$ cat src/hw/rtl/bqps_pkg.sv
// Shared types and constants for the burst quota path scheduler.
// Used by the controller, the datapath and the top level; no dependencies.
`timescale 1ns / 1ps

package bqps_pkg;

  localparam int unsigned MASK_W  = 8;
  localparam int unsigned LEN_W   = 16;
  localparam int unsigned QUOTA_W = 24;
  localparam int unsigned LIMIT_W = 32;
  localparam int unsigned SUB_W   = 3;
  localparam int unsigned BURST_W = 16;
  localparam int unsigned CFG_IDX_W = 1;

  localparam logic OP_NEW      = 1'b0;
  localparam logic OP_REINJECT = 1'b1;

  localparam logic [CFG_IDX_W-1:0] CFG_BURST_SEGMENTS = 1'd0;
  localparam logic [CFG_IDX_W-1:0] CFG_WINDOW_LIMITED = 1'd1;

  localparam logic [BURST_W-1:0] BURST_RESET = 16'd10000;

  typedef struct packed {
    logic load;
    logic step;
    logic commit;
  } ctrl_cmd_t;

  typedef struct packed {
    logic scan_end;
    logic div_done;
  } dp_status_t;

endpackage

$ cat src/hw/rtl/bqps_ram.sv
// Generic single-write, single-read RAM with a registered read port.
// Standalone; used for the per-subpath quota store.
`timescale 1ns / 1ps

module bqps_ram #(
  parameter int unsigned WIDTH = 24,
  parameter int unsigned DEPTH = 8,
  localparam int unsigned AW = (DEPTH > 1) ? $clog2(DEPTH) : 1
) (
  input  logic             clk_i,
  input  logic             we_i,
  input  logic [AW-1:0]    waddr_i,
  input  logic [WIDTH-1:0] wdata_i,
  input  logic [AW-1:0]    raddr_i,
  output logic [WIDTH-1:0] rdata_o
);

  logic [WIDTH-1:0] mem_q [DEPTH];
  logic [WIDTH-1:0] rdata_q;

  always_ff @(posedge clk_i) begin
    if (we_i) begin
      mem_q[waddr_i] <= wdata_i;
    end
    rdata_q <= mem_q[raddr_i];
  end

  assign rdata_o = rdata_q;

endmodule

$ cat src/hw/rtl/bqps_div.sv
// Restoring divider, one quotient bit per cycle, for the quota increment.
// Depends on bqps_pkg for the operand width.
`timescale 1ns / 1ps

module bqps_div (
  input  logic                       clk_i,
  input  logic                       rst_ni,
  input  logic                       start_i,
  input  logic [bqps_pkg::LEN_W-1:0] num_i,
  input  logic [bqps_pkg::LEN_W-1:0] den_i,
  output logic [bqps_pkg::LEN_W-1:0] quo_o,
  output logic [bqps_pkg::LEN_W-1:0] rem_o,
  output logic                       done_o
);

  localparam int unsigned W  = bqps_pkg::LEN_W;
  localparam int unsigned CW = $clog2(W + 1);

  logic [W-1:0]  rem_q, rem_d;
  logic [W-1:0]  quo_q, quo_d;
  logic [W-1:0]  den_q, den_d;
  logic [CW-1:0] cnt_q, cnt_d;
  logic          busy_q, busy_d;
  logic [W:0]    trial;
  logic [W:0]    diff;

  assign trial = {rem_q, quo_q[W-1]};
  assign diff  = trial - {1'b0, den_q};

  always_comb begin
    rem_d  = rem_q;
    quo_d  = quo_q;
    den_d  = den_q;
    cnt_d  = cnt_q;
    busy_d = busy_q;
    if (start_i) begin
      rem_d  = '0;
      quo_d  = num_i;
      den_d  = den_i;
      cnt_d  = CW'(W);
      busy_d = 1'b1;
    end else if (busy_q) begin
      if (trial >= {1'b0, den_q}) begin
        rem_d = diff[W-1:0];
        quo_d = {quo_q[W-2:0], 1'b1};
      end else begin
        rem_d = trial[W-1:0];
        quo_d = {quo_q[W-2:0], 1'b0};
      end
      cnt_d = cnt_q - 1'b1;
      if (cnt_q == CW'(1)) begin
        busy_d = 1'b0;
      end
    end
  end

  always_ff @(posedge clk_i or negedge rst_ni) begin
    if (!rst_ni) begin
      cnt_q  <= '0;
      busy_q <= 1'b0;
    end else begin
      cnt_q  <= cnt_d;
      busy_q <= busy_d;
    end
  end

  always_ff @(posedge clk_i) begin
    rem_q <= rem_d;
    quo_q <= quo_d;
    den_q <= den_d;
  end

  assign quo_o  = quo_q;
  assign rem_o  = rem_q;
  assign done_o = !busy_q;

endmodule

$ cat src/hw/rtl/bqps_datapath.sv
// Datapath of the scheduler: item capture, quota store scan, decision,
// quota update and result register. Depends on bqps_pkg, bqps_ram, bqps_div.
`timescale 1ns / 1ps

module bqps_datapath #(
  parameter int unsigned NUM_PATHS = 8
) (
  input  logic                              clk_i,
  input  logic                              rst_ni,
  input  bqps_pkg::ctrl_cmd_t               cmd_i,
  output bqps_pkg::dp_status_t              status_o,
  input  logic                              cfg_we_i,
  input  logic [bqps_pkg::CFG_IDX_W-1:0]    cfg_index_i,
  input  logic [bqps_pkg::BURST_W-1:0]      cfg_data_i,
  input  logic                              in_op_i,
  input  logic [bqps_pkg::LEN_W-1:0]        in_seg_len_i,
  input  logic [bqps_pkg::LEN_W-1:0]        in_mss_now_i,
  input  logic [bqps_pkg::MASK_W-1:0]       in_avail_window_i,
  input  logic [bqps_pkg::MASK_W-1:0]       in_avail_plain_i,
  input  logic [bqps_pkg::MASK_W-1:0]       in_sent_mask_i,
  input  logic                              in_is_data_fin_i,
  input  logic                              in_rcv_shut_i,
  input  logic [bqps_pkg::SUB_W-1:0]        in_fin_path_i,
  output logic                              out_found_o,
  output logic [bqps_pkg::SUB_W-1:0]        out_subpath_o,
  output logic [bqps_pkg::LIMIT_W-1:0]      out_send_limit_o,
  output logic                              out_clear_sent_o
);

  localparam int unsigned AW = (NUM_PATHS > 1) ? $clog2(NUM_PATHS) : 1;
  localparam int unsigned CW = $clog2(NUM_PATHS + 1);
  localparam int unsigned LW = bqps_pkg::LEN_W;
  localparam int unsigned QW = bqps_pkg::QUOTA_W;
  localparam int unsigned BW = bqps_pkg::BURST_W;
  localparam int unsigned MW = bqps_pkg::MASK_W;

  // Configuration registers.
  logic [BW-1:0] burst_q;
  logic          window_q;

  always_ff @(posedge clk_i or negedge rst_ni) begin
    if (!rst_ni) begin
      burst_q  <= bqps_pkg::BURST_RESET;
      window_q <= 1'b1;
    end else if (cfg_we_i) begin
      case (cfg_index_i)
        bqps_pkg::CFG_BURST_SEGMENTS: burst_q  <= cfg_data_i;
        bqps_pkg::CFG_WINDOW_LIMITED: window_q <= cfg_data_i[0];
        default: ;
      endcase
    end
  end

  // Captured item.
  logic                        op_q;
  logic [LW-1:0]               len_q;
  logic [LW-1:0]               mss_q;
  logic [MW-1:0]               aw_q;
  logic [MW-1:0]               ap_q;
  logic [MW-1:0]               sent_q;
  logic                        dfin_q;
  logic                        shut_q;
  logic [bqps_pkg::SUB_W-1:0]  fin_q;

  always_ff @(posedge clk_i) begin
    if (cmd_i.load) begin
      op_q   <= in_op_i;
      len_q  <= in_seg_len_i;
      mss_q  <= in_mss_now_i;
      aw_q   <= in_avail_window_i;
      ap_q   <= in_avail_plain_i;
      sent_q <= in_sent_mask_i;
      dfin_q <= in_is_data_fin_i;
      shut_q <= in_rcv_shut_i;
      fin_q  <= in_fin_path_i;
    end
  end

  logic [NUM_PATHS-1:0] aw_vec;
  logic [NUM_PATHS-1:0] ap_vec;
  logic [NUM_PATHS-1:0] sent_vec;
  logic [NUM_PATHS-1:0] elig_vec;

  for (genvar g = 0; g < NUM_PATHS; g++) begin : g_mask
    if (g < MW) begin : g_in
      assign aw_vec[g]   = aw_q[g];
      assign ap_vec[g]   = ap_q[g];
      assign sent_vec[g] = sent_q[g];
    end else begin : g_out
      assign aw_vec[g]   = 1'b0;
      assign ap_vec[g]   = 1'b0;
      assign sent_vec[g] = 1'b0;
    end
  end

  assign elig_vec = window_q ? aw_vec : ap_vec;

  // Divider for ceil(seg_len / mss), started as the item is taken.
  logic [LW-1:0] div_quo;
  logic [LW-1:0] div_rem;
  logic          div_done;
  logic [LW-1:0] div_den;
  logic [LW-1:0] div_den_q;

  assign div_den = (in_mss_now_i == '0) ? LW'(1) : in_mss_now_i;

  always_ff @(posedge clk_i) begin
    if (cmd_i.load) begin
      div_den_q <= div_den;
    end
  end

  bqps_div u_div (
    .clk_i   (clk_i),
    .rst_ni  (rst_ni),
    .start_i (cmd_i.load),
    .num_i   (in_seg_len_i),
    .den_i   (div_den),
    .quo_o   (div_quo),
    .rem_o   (div_rem),
    .done_o  (div_done)
  );

  // Quota store with per-entry valid bits; an entry that is not valid is zero.
  logic [NUM_PATHS-1:0] valid_q, valid_d;
  logic [CW-1:0]        cnt_q, cnt_d;
  logic [AW-1:0]        ev_idx_q;
  logic                 ev_vld_q;
  logic [QW-1:0]        ram_rdata;
  logic                 ram_we;
  logic [AW-1:0]        ram_waddr;
  logic [QW-1:0]        ram_wdata;
  logic [QW-1:0]        ev_quota;

  bqps_ram #(
    .WIDTH (QW),
    .DEPTH (NUM_PATHS)
  ) u_quota_ram (
    .clk_i   (clk_i),
    .we_i    (ram_we),
    .waddr_i (ram_waddr),
    .wdata_i (ram_wdata),
    .raddr_i (cnt_q[AW-1:0]),
    .rdata_o (ram_rdata)
  );

  assign ev_quota = valid_q[ev_idx_q] ? ram_rdata : '0;
  assign cnt_d    = (cnt_q < CW'(NUM_PATHS)) ? cnt_q + 1'b1 : cnt_q;

  // Scan results.
  logic          part_any_q;
  logic [AW-1:0] part_idx_q;
  logic [BW-1:0] part_q_q;
  logic          zero_any_q;
  logic [AW-1:0] zero_idx_q;
  logic          seen_any_q;
  logic          notfull_any_q;
  logic [AW-1:0] last_elig_q;
  logic          best_any_q;
  logic [AW-1:0] best_idx_q;
  logic          backup_any_q;
  logic [AW-1:0] backup_idx_q;

  logic ev_elig;
  logic ev_below;

  assign ev_elig  = elig_vec[ev_idx_q];
  assign ev_below = ev_quota < {{(QW - BW){1'b0}}, burst_q};

  always_ff @(posedge clk_i or negedge rst_ni) begin
    if (!rst_ni) begin
      cnt_q    <= '0;
      ev_vld_q <= 1'b0;
    end else if (cmd_i.load) begin
      cnt_q    <= '0;
      ev_vld_q <= 1'b0;
    end else if (cmd_i.step) begin
      cnt_q    <= cnt_d;
      ev_vld_q <= cnt_q < CW'(NUM_PATHS);
    end
  end

  always_ff @(posedge clk_i) begin
    if (cmd_i.load) begin
      part_any_q    <= 1'b0;
      zero_any_q    <= 1'b0;
      seen_any_q    <= 1'b0;
      notfull_any_q <= 1'b0;
      best_any_q    <= 1'b0;
      backup_any_q  <= 1'b0;
    end else if (cmd_i.step) begin
      ev_idx_q <= cnt_q[AW-1:0];
      if (ev_vld_q) begin
        if (ev_elig) begin
          seen_any_q  <= 1'b1;
          last_elig_q <= ev_idx_q;
          if (ev_below) begin
            notfull_any_q <= 1'b1;
          end
          if (!part_any_q && ev_quota != '0 && ev_below) begin
            part_any_q <= 1'b1;
            part_idx_q <= ev_idx_q;
            part_q_q   <= ev_quota[BW-1:0];
          end
          if (ev_quota == '0) begin
            zero_any_q <= 1'b1;
            zero_idx_q <= ev_idx_q;
          end
        end
        if (aw_vec[ev_idx_q]) begin
          if (sent_vec[ev_idx_q]) begin
            backup_any_q <= 1'b1;
            backup_idx_q <= ev_idx_q;
          end else begin
            best_any_q <= 1'b1;
            best_idx_q <= ev_idx_q;
          end
        end
      end
    end
  end

  // Decision.
  logic          has;
  logic [AW-1:0] ch;
  logic [BW-1:0] split;
  logic [QW-1:0] qbase;
  logic          clr_all;
  logic          clr_out;
  logic          hit;
  logic          fin_ok;
  logic [LW-1:0] inc;
  logic [QW:0]   sum;
  logic [QW-1:0] new_quota;
  logic [bqps_pkg::LIMIT_W-1:0] prod;

  assign fin_ok = {29'b0, fin_q} < 32'(NUM_PATHS);

  always_comb begin
    has     = 1'b0;
    ch      = '0;
    split   = burst_q;
    qbase   = '0;
    clr_all = 1'b0;
    clr_out = 1'b0;
    if (op_q == bqps_pkg::OP_REINJECT) begin
      if (shut_q && dfin_q && fin_ok && aw_q[fin_q]) begin
        has = 1'b1;
        ch  = AW'(fin_q);
      end else if (best_any_q) begin
        has = 1'b1;
        ch  = best_idx_q;
      end else if (backup_any_q) begin
        has     = 1'b1;
        ch      = backup_idx_q;
        clr_out = 1'b1;
      end
    end else begin
      if (part_any_q) begin
        has   = 1'b1;
        ch    = part_idx_q;
        split = burst_q - part_q_q;
        qbase = {{(QW - BW){1'b0}}, part_q_q};
      end else if (seen_any_q && !notfull_any_q) begin
        has     = 1'b1;
        ch      = last_elig_q;
        clr_all = 1'b1;
      end else if (zero_any_q) begin
        has = 1'b1;
        ch  = zero_idx_q;
      end
    end
  end

  assign hit  = has && (op_q == bqps_pkg::OP_REINJECT || aw_vec[ch]);
  assign inc  = (len_q > div_den_q) ? div_quo + LW'(div_rem != '0) : LW'(1);
  assign sum  = {1'b0, qbase} + (QW + 1)'(inc);
  assign new_quota = sum[QW] ? '1 : sum[QW-1:0];
  assign prod = 32'(split) * 32'(mss_q);

  logic do_update;

  assign do_update = cmd_i.commit && op_q == bqps_pkg::OP_NEW && hit;
  assign ram_we    = do_update;
  assign ram_waddr = ch;
  assign ram_wdata = new_quota;

  always_comb begin
    valid_d = valid_q;
    if (cmd_i.commit && op_q == bqps_pkg::OP_NEW && clr_all) begin
      valid_d = valid_q & ~elig_vec;
    end
    if (do_update) begin
      valid_d[ch] = 1'b1;
    end
  end

  always_ff @(posedge clk_i or negedge rst_ni) begin
    if (!rst_ni) begin
      valid_q <= '0;
    end else begin
      valid_q <= valid_d;
    end
  end

  // Result register.
  logic                         found_q;
  logic [bqps_pkg::SUB_W-1:0]   sub_q;
  logic [bqps_pkg::LIMIT_W-1:0] limit_q;
  logic                         clr_q;

  always_ff @(posedge clk_i) begin
    if (cmd_i.commit) begin
      found_q <= hit;
      sub_q   <= hit ? bqps_pkg::SUB_W'(ch) : '0;
      limit_q <= (hit && op_q == bqps_pkg::OP_NEW) ? prod : '0;
      clr_q   <= hit && clr_out;
    end
  end

  assign out_found_o      = found_q;
  assign out_subpath_o    = sub_q;
  assign out_send_limit_o = limit_q;
  assign out_clear_sent_o = clr_q;

  assign status_o.scan_end = cnt_q == CW'(NUM_PATHS);
  assign status_o.div_done = div_done;

endmodule

$ cat src/hw/rtl/bqps_ctrl.sv
// Controller state machine of the scheduler: input handshake, scan sequencing,
// commit timing and the output valid flag. Depends on bqps_pkg.
`timescale 1ns / 1ps

module bqps_ctrl (
  input  logic                 clk_i,
  input  logic                 rst_ni,
  input  logic                 in_valid_i,
  output logic                 in_ready_o,
  output logic                 out_valid_o,
  input  logic                 out_ready_i,
  output bqps_pkg::ctrl_cmd_t  cmd_o,
  input  bqps_pkg::dp_status_t status_i
);

  typedef enum logic [1:0] {
    ST_IDLE,
    ST_SCAN,
    ST_FINISH
  } state_e;

  state_e state_q;
  logic   out_valid_q;
  logic   out_free;

  assign out_free     = !out_valid_q || out_ready_i;
  assign in_ready_o   = state_q == ST_IDLE;
  assign cmd_o.load   = state_q == ST_IDLE && in_valid_i;
  assign cmd_o.step   = state_q == ST_SCAN;
  assign cmd_o.commit = state_q == ST_FINISH && status_i.div_done && out_free;

  always_ff @(posedge clk_i or negedge rst_ni) begin
    if (!rst_ni) begin
      state_q     <= ST_IDLE;
      out_valid_q <= 1'b0;
    end else begin
      if (cmd_o.commit) begin
        out_valid_q <= 1'b1;
      end else if (out_ready_i) begin
        out_valid_q <= 1'b0;
      end
      case (state_q)
        ST_IDLE: begin
          if (in_valid_i) begin
            state_q <= ST_SCAN;
          end
        end
        ST_SCAN: begin
          if (status_i.scan_end) begin
            state_q <= ST_FINISH;
          end
        end
        ST_FINISH: begin
          if (cmd_o.commit) begin
            state_q <= ST_IDLE;
          end
        end
        default: state_q <= ST_IDLE;
      endcase
    end
  end

  assign out_valid_o = out_valid_q;

endmodule

$ cat src/hw/rtl/burst_quota_path_scheduler.sv
// Burst quota path scheduler: picks a subpath for each outgoing segment.
// The input beat on the s_axis group carries one segment request; the
// m_axis group returns one decision beat per request, in order.
// Configuration writes use cfg_valid_i/cfg_index_i/cfg_data_i; index 0 is
// the burst size in segments (reset 10000), index 1 selects window-checked
// eligibility (reset 1). Writes are always taken and are meant for idle time.
// A request scans the quota RAM, one read a cycle, while the serial ceiling
// divider runs; the commit waits until both the scan and the divider are done.
// The next input beat is taken in the cycle after commit, so requests do not
// overlap: a new one is taken only once the previous one has committed.
// The result sits in an output register; a stalled receiver does not block
// the next request, which waits before its commit only if the previous
// result is still held. Reset clears all quotas through per-entry valid bits,
// so the block is ready as soon as reset is released.
// Depends on bqps_pkg, bqps_ctrl, bqps_datapath, bqps_div and bqps_ram.
`timescale 1ns / 1ps

module burst_quota_path_scheduler #(
  parameter int unsigned NUM_PATHS = 8
) (
  input  logic        clk_i,
  input  logic        rst_ni,
  input  logic        s_axis_tvalid,
  output logic        s_axis_tready,
  // Fields from bit 0: seg_len[15:0], mss_now[31:16], avail_window[39:32],
  // avail_plain[47:40], sent_mask[55:48], is_data_fin[56], rcv_shut[57],
  // fin_path[60:58], zero fill [63:61].
  input  logic [63:0] s_axis_tdata,
  // Fields from bit 0: op.
  input  logic        s_axis_tuser,
  output logic        m_axis_tvalid,
  input  logic        m_axis_tready,
  // Fields from bit 0: subpath[2:0], send_limit[34:3], clear_sent[35],
  // zero fill [39:36].
  output logic [39:0] m_axis_tdata,
  // Fields from bit 0: found.
  output logic        m_axis_tuser,
  input  logic        cfg_valid_i,
  output logic        cfg_ready_o,
  input  logic [bqps_pkg::CFG_IDX_W-1:0] cfg_index_i,
  input  logic [bqps_pkg::BURST_W-1:0]   cfg_data_i
);

  bqps_pkg::ctrl_cmd_t  cmd;
  bqps_pkg::dp_status_t status;

  logic                         found;
  logic [bqps_pkg::SUB_W-1:0]   subpath;
  logic [bqps_pkg::LIMIT_W-1:0] send_limit;
  logic                         clear_sent;

  assign cfg_ready_o = 1'b1;

  bqps_ctrl u_ctrl (
    .clk_i       (clk_i),
    .rst_ni      (rst_ni),
    .in_valid_i  (s_axis_tvalid),
    .in_ready_o  (s_axis_tready),
    .out_valid_o (m_axis_tvalid),
    .out_ready_i (m_axis_tready),
    .cmd_o       (cmd),
    .status_i    (status)
  );

  bqps_datapath #(
    .NUM_PATHS (NUM_PATHS)
  ) u_datapath (
    .clk_i             (clk_i),
    .rst_ni            (rst_ni),
    .cmd_i             (cmd),
    .status_o          (status),
    .cfg_we_i          (cfg_valid_i),
    .cfg_index_i       (cfg_index_i),
    .cfg_data_i        (cfg_data_i),
    .in_op_i           (s_axis_tuser),
    .in_seg_len_i      (s_axis_tdata[15:0]),
    .in_mss_now_i      (s_axis_tdata[31:16]),
    .in_avail_window_i (s_axis_tdata[39:32]),
    .in_avail_plain_i  (s_axis_tdata[47:40]),
    .in_sent_mask_i    (s_axis_tdata[55:48]),
    .in_is_data_fin_i  (s_axis_tdata[56]),
    .in_rcv_shut_i     (s_axis_tdata[57]),
    .in_fin_path_i     (s_axis_tdata[60:58]),
    .out_found_o       (found),
    .out_subpath_o     (subpath),
    .out_send_limit_o  (send_limit),
    .out_clear_sent_o  (clear_sent)
  );

  assign m_axis_tdata = {4'b0, clear_sent, send_limit, subpath};
  assign m_axis_tuser = found;

endmodule

$ cat config.mk
export PLATFORM = sky130hd
export DESIGN_NAME = burst_quota_path_scheduler
export DESIGN_NICKNAME = d
export VERILOG_FILES = /design/src/hw/rtl/bqps_pkg.sv /design/src/hw/rtl/bqps_ram.sv /design/src/hw/rtl/bqps_div.sv /design/src/hw/rtl/bqps_datapath.sv /design/src/hw/rtl/bqps_ctrl.sv /design/src/hw/rtl/burst_quota_path_scheduler.sv
export SDC_FILE = /design/constraint.sdc
export NUM_CORES = 1
export LEC_CHECK = 0
export ABC_AREA = 1
export BUFFER_PORTS_ARGS = -buffer_cell sky130_fd_sc_hd__buf_4
export CAP_MARGIN = 5
export CORE_MARGIN = 1.5
export CORE_UTILIZATION = 25
export DETAILED_ROUTE_END_ITERATION = 7
export GPL_TIMING_DRIVEN = 1
export PLACE_DENSITY_LB_ADDON = 0.05
export SETUP_SLACK_MARGIN = 0.3
export SKIP_LAST_GASP = 1
export SLEW_MARGIN = 20
export SYNTH_ARGS = -nofsm -noshare
export SYNTH_HDL_FRONTEND = slang
export SYNTH_SLANG_ARGS = --single-unit
$ cat constraint.sdc
create_clock -name clk_i -period 9.6 [get_ports clk_i]
set_clock_uncertainty 0.15 [all_clocks]
set_input_delay 0.48 -clock clk_i [delete_from_list [all_inputs] [get_ports clk_i]]
set_output_delay 0.48 -clock clk_i [all_outputs]
set_load 0.02 [all_outputs]
== After elaboration in Yosys (flattened, before gate mapping) ==
Memory sizes are Yosys's and may differ from the RTL's. A register that Yosys moved wholly into a read port is not among the register bits.
Index checks and enable logic that the tools add are counted.

* RAM bits: 192
* Bits in registers: 226
* Output and inout bits: 44
* Word-level logic and storage cells: 180
* Memories kept: 1
* Input bits: 87

* Reductions and logical operators: 46
* Muxes and demuxes: 66
* Bitwise logic cells: 7
* Add/sub/neg operators: 6
* Eq/ne operators: 7
* $lt $le $gt $ge: 8
* $mul: 1

{| class="wikitable"
|+ Memory list
! name !! words !! bits a word !! rd ports !! clocked after memory_dff !! wr ports !! RTL line !! text
|-
| u_datapath.u_quota_ram.mem_q || 8 || 24 || 1 || 1 || 1 || bqps_ram.sv:18 || <nowiki>logic [WIDTH-1:0] mem_q [DEPTH];</nowiki>
|}

{| class="wikitable"
|+ Operators with widths
! kind !! number
|-
| $mux W16 || 7
|-
| $mux W24 || 3
|-
| $mul A16 B16 Y32 || 1
|-
| $sub A16 B16 Y16 || 2
|-
| $mux W1 || 30
|-
| $add A24 B16 Y25 || 1
|-
| $logic_not A24 Y1 || 1
|-
| $lt A24 B16 Y1 || 1
|-
| $mux W8 || 3
|-
| $reduce_and A4 Y1 || 6
|-
| $reduce_bool A24 Y1 || 1
|-
| $mux W3 || 7
|-
| $reduce_and A5 Y1 || 4
|-
| $bmux W1 S3 || 6
|-
| $ge A17 B16 Y1 || 1
|-
| $add A16 B1 Y16 || 1
|-
| $gt A16 B16 Y1 || 1
|-
| $logic_not A16 Y1 || 1
|-
| $reduce_bool A16 Y1 || 1
|-
| $logic_and A1 B1 Y1 || 15
|-
| $lt A3 B4 Y1 const B || 3
|-
| $mux W4 || 3
|-
| $mux W5 || 2
|-
| $and A8 B8 Y8 || 1
|-
| other kinds (22) || 39
|}

== Depth between registers and ports, before layout ==
* Depth in word-level cells: 12
* Gate-level depth with buffers: 37
* Mapped depth without buffers: 37

== Hierarchy ==
A second synthesis with hierarchy kept.

* Cell total of the unflattened synthesis: 3,478
* Area, all modules: 31,127.4 um2

{| class="wikitable"
|+ By module, submodules not included
! module !! cells an instance !! sequential area each (um2) !! area an instance (um2) !! times used
|-
| bqps_datapath || 2,138 || 5,352.6 || 18,629.1 || 1
|-
| bqps_ram || 872 || 6,246.0 || 8,906.0 || 1
|-
| bqps_div || 438 || 1,431.4 || 3,383.2 || 1
|-
| bqps_ctrl || 22 || 75.1 || 156.4 || 1
|-
| burst_quota_path_scheduler || 8 || 0.0 || 52.6 || 1
|}

== Least setup slack after synthesis ==
Ideal clock, no wire load.

* Path kind: register to register
* From: reg u_datapath.part_q_q[0]
* To: reg u_datapath.limit_q (netlist bit u_datapath.out_send_limit_o[29]) (data pin)
* Required time: 9,197 ps
* Setup time: 253 ps
* Stages on the path, launching flop included: 34
* Arrival: 6,883 ps
* Clock period less this slack: 7,286 ps
* Buffers on the path: 0
* Slack: 2,314 ps
* Cell sequence: edfxtp_1 -> ha_1 -> fa_1 -> inv_1 -> nand3_1 -> nand2_1 -> a21oi_1 -> o21ai_0 -> a21boi_0 -> o21ai_0 -> xor2_1 -> nand2_1 -> nand2_1 -> nor2_1 -> fa_1 -> inv_1 -> fa_1 -> inv_1 -> fa_1 -> fa_1 -> fa_1 -> inv_1 -> fa_1 -> inv_1 -> ha_1 -> a21oi_1 -> o21ai_0 -> a21oi_1 -> nand3_1 -> a21o_1 -> a21oi_1 -> nand2_1 -> nand2_1 -> nor2_1

* Word-level cells in the longest chain between the ends: 4

{| class="wikitable"
|+ Ends and longest elaborated chain
! what !! RTL line !! text
|-
| start: declaration || bqps_datapath.sv:153 || <nowiki>logic [BW-1:0] part_q_q;</nowiki>
|-
| start signal: assignment || bqps_datapath.sv:203 || <nowiki>part_q_q <= ev_quota[BW-1:0];</nowiki>
|-
| $sub A16 B16 Y16 || bqps_datapath.sv:262 || <nowiki>split = burst_q - part_q_q;</nowiki>
|-
| $mux W16 || bqps_datapath.sv:259 || <nowiki>if (part_any_q) begin</nowiki>
|-
| $mux W16 || bqps_datapath.sv:246 || <nowiki>if (op_q == bqps_pkg::OP_REINJECT) begin</nowiki>
|-
| $mul A16 B16 Y32 || bqps_datapath.sv:279 || <nowiki>assign prod = 32'(split) * 32'(mss_q);</nowiki>
|-
| end signal: assignment || bqps_datapath.sv:316 || <nowiki>limit_q <= (hit && op_q == bqps_pkg::OP_NEW) ? prod : '0;</nowiki>
|-
| end: declaration || bqps_datapath.sv:309 || <nowiki>logic [bqps_pkg::LIMIT_W-1:0] limit_q;</nowiki>
|}

Every way passes these cells.
A chain may end at the register's enable or synchronous reset.

== Final worst setup path ==
Same ends and word-level chain as after synthesis.

==> results.sh <==
export IMPL_status="finished, final reports clean"
export IMPL_netlist_area_um2=26400
export IMPL_synth_edff_count=301
export IMPL_clkSlewWorstSetupHoldPaths_ns=0.06
export IMPL_via_count=19938
export IMPL_mostFrequentLayoutCell="inv_1"
export IMPL_yosysTopAreaCell="edfxtp_1"
export IMPL_grt_overflow=0
export IMPL_drt_iter0_markers=870
export IMPL_grtUsageMet2_pct=27.9
export IMPL_syn_avg_cell_area_um2=9.31
export IMPL_die_h_um=328
export IMPL_io_pins=131
export IMPL_hold_viol=0
export IMPL_drt_first_pass_iters=5
export IMPL_regToRegStartpoint="u_datapath.part_q_q[0]$_DFFE_PP_"
export IMPL_synth_cells=2837
export IMPL_critical_path_required_ns=9.81
export IMPL_grt_setup_unrepaired="no"
export IMPL_antenna_found_initial=0
export IMPL_hold_class="input pin to flop"
export IMPL_grt_max_degree=58
export IMPL_dpl_hpwl_um=64800
export IMPL_slowest_delay_ns=0.57
export IMPL_crit_type="flop to flop"
export IMPL_async_reset_ff_share_pct=10.3
export IMPL_cts_buffers_inserted=48
export IMPL_slowest_stage="fa_1"
export IMPL_syn_to_final_growth_pct=18.3
export IMPL_cp_start_kind="flop"
export IMPL_top_usage_layer="met2"
export IMPL_grt_met3_usage_pct=1.68
export IMPL_clock_path_buffers=3
export IMPL_fmaxAchievable_ghz=0.119
export IMPL_drive_gt1_share_pct=9.67
export IMPL_clock_sinks=379
export IMPL_nets=3493
export IMPL_min_period_ns=8.42
export IMPL_path_delay_family="adder cells"
export IMPL_cts_setup_buffers=0
export IMPL_core_area_um2=105000
export IMPL_wl_um=84800
export IMPL_cap_violations=0
export IMPL_grt_pass1_wl_um=128000
export IMPL_vias_per_cell=4.48
export IMPL_grtUsageTotal_pct=15.8
export IMPL_netlist_top_cells_area="edfxtp_1 (34%), fa_1 (15%), ha_1 (8.9%)"
export IMPL_min_period_over_period_pct=87.7
export IMPL_worstHoldStart="cfg_data_i[2]"
export IMPL_synthDistinctLibCells=56
export IMPL_drc=0
export IMPL_design_die_area_um2=108000
export IMPL_max_slew_margin_pct=26.0
export IMPL_initial_utilization_pct=25.1
export IMPL_die_w_um=328
export IMPL_grt_pass1_vias=20735
export IMPL_ys_seq_area_share_pct=40.9
export IMPL_ys_flop_type="edfxtp_1"
export IMPL_yosys_warnings=0
export IMPL_ys_ff_latch=379
export IMPL_row_count=119
export IMPL_cts_resized=0
export IMPL_antenna_cells=0
export IMPL_met1_usage_pct=20.4
export IMPL_path_max_fanout=9
export IMPL_worst_path_buf_inv=5
export IMPL_final_cell_mix="inv_1 (447), nand2_1 (412), nor2_1 (387), edfxtp_1 (301), fa_1 (197)"
export IMPL_clock_latency_ns=0.62
export IMPL_setup_tns_ns=0
export IMPL_end_kind="flop"
export IMPL_cp_arrival_ns=8.63
export IMPL_tightest_slew_ns=1.11
export IMPL_synth_top_area_share_pct=34.2
export IMPL_wl_per_cell_um=19.0
export IMPL_slew_viol_final=0
export IMPL_cp_common_cell="fa_1"
export IMPL_port_buffers=122
export IMPL_setup_viol=0
export IMPL_fillCellCount=11225
export IMPL_tritoncts="yes"
export IMPL_antenna_left=0
export IMPL_crit_path_start="u_datapath.part_q_q[0]$_DFFE_PP_"
export IMPL_place_congestion=0.825
export IMPL_cts_root_buffer="clkbuf_16"
export IMPL_cts_htree_levels=2
sequential cells by signal (all words and copies together), names as in the netlist, 16 cells and up:
register / flops
u_datapath.burst_q: 16
u_datapath.div_den_q: 16
u_datapath.len_q: 16
u_datapath.mss_q: 16
u_datapath.out_send_limit_o: 32
u_datapath.part_q_q: 16
u_datapath.u_div.quo_o: 16
u_datapath.u_div.rem_o: 16
u_datapath.u_quota_ram.mem_q: 136
u_datapath.u_quota_ram.rdata_o: 17
logic make-up after synthesis:
group | after synthesis | synth area share (%)
xor+xnor | 55 | 1.82
flops | 379 | 40.9
fa+ha+maj | 385 | 23.8
other cells | 2 | 0.0284
compound gates | 424 | 8.86
buf+inv | 561 | 8.21
simple gates | 1031 | 16.4
cell usage after synthesis (3+ instances only):
master,number
buf_1,10
o211ai_1,7
o41ai_1,3
o21ai_0,180
a21boi_0,3
dfxtp_1,39
xnor2_1,20
a21oi_1,141
nor4_1,12
nand2_2,7
nor3_1,19
clkbuf_1,68
buf_2,12
fa_1,197
o21ai_2,4
buf_4,7
nor2_1,391
or2_2,11
a211oi_1,4
xor2_1,35
nand2_1,412
clkinv_1,9
dfstp_2,6
a21oi_2,5
o21a_1,5
nor3b_1,6
a31oi_1,22
nand4_1,21
o21ai_1,7
dfrtp_1,33
ha_1,188
inv_2,5
o31ai_1,3
inv_1,447
nand3_1,128
nor2_2,16
o22ai_1,20
buf_6,3
edfxtp_1,301
a21o_1,8
path summary, 6_finish.rpt:
check                                                                 to  slack (ns)  depth (start not counted)
setup reg to reg           u_datapath.out_send_limit_o[29]$_SDFFCE_PN0P_        1.18                         30
min in group asynchronous                 u_ctrl.out_valid_o$_DFFE_PN0P_        0.26                          2
hold / removal                         u_datapath.burst_q[2]$_DFFE_PN0P_        0.05                          3
setup / recovery           u_datapath.out_send_limit_o[29]$_SDFFCE_PN0P_        1.18                         30
hold reg to reg                       u_datapath.seen_any_q$_SDFFE_PP0P_        0.31                          2
max in group asynchronous              u_datapath.burst_q[3]$_DFFE_PN0P_        8.61                          2
stage by stage:
step / cells / cell area (um2) / util [%] / hold slack [ns] / worst slack, ns
floorplan: 2840 / 26400 / - / 0.0344 / 2.31
global placement: 4284 / 28900 / 27.5 / 0.295 / 1.22
detailed placement: 4284 / 28900 / 27.5 / 0.303 / 1.15
CTS: 4451 / 31300 / 29.7 / 0.00201 / 1.11
global route: 4451 / 31300 / 29.7 / 0.0329 / 0.548
finish: 4451 / 31300 / 29.7 / 0.0452 / 1.18
layer usage:
layer	share of wire [%]	vias to the layer above	wire, um
met1	44	9906	37600
met4	2.4	0	2010
met3	2.8	95	2370
met2	50	314	42800
met5	0	-	0
li1	-	9623	-
layout make-up:
type	count	area [um2]	share of cell area, %
Clock inverter	22	189	0.604
Clock buffer	67	1390	4.45
Sequential cell	379	10800	34.6
Inverter	461	1730	5.54
Multi-Input combinational cell	1900	13500	43.1
Tap cell	1391	1740	5.57
Timing Repair Buffer	231	1930	6.17
worst reg2reg max path, delay by kind of cell, from the launching register on:
family / cells / cell delay [ns]
adders and majority gates: 9 / 4.08
and+or+nand+nor: 10 / 1.58
xor gates and xnor gates: 1 / 0.16
DFF: 1 / 0.41
buffers and inverters: 5 / 0.84
AOI/OAI and AO/OA: 5 / 0.95
timing repair:
action,CTS,global route
hold buffers,78,0
setup endpoints to repair,0,0
hold endpoints to repair,137,0
Power is left out: the tool's default activity adds up to more than one toggle a clock period on the data nets, which glitch-free logic cannot reach.
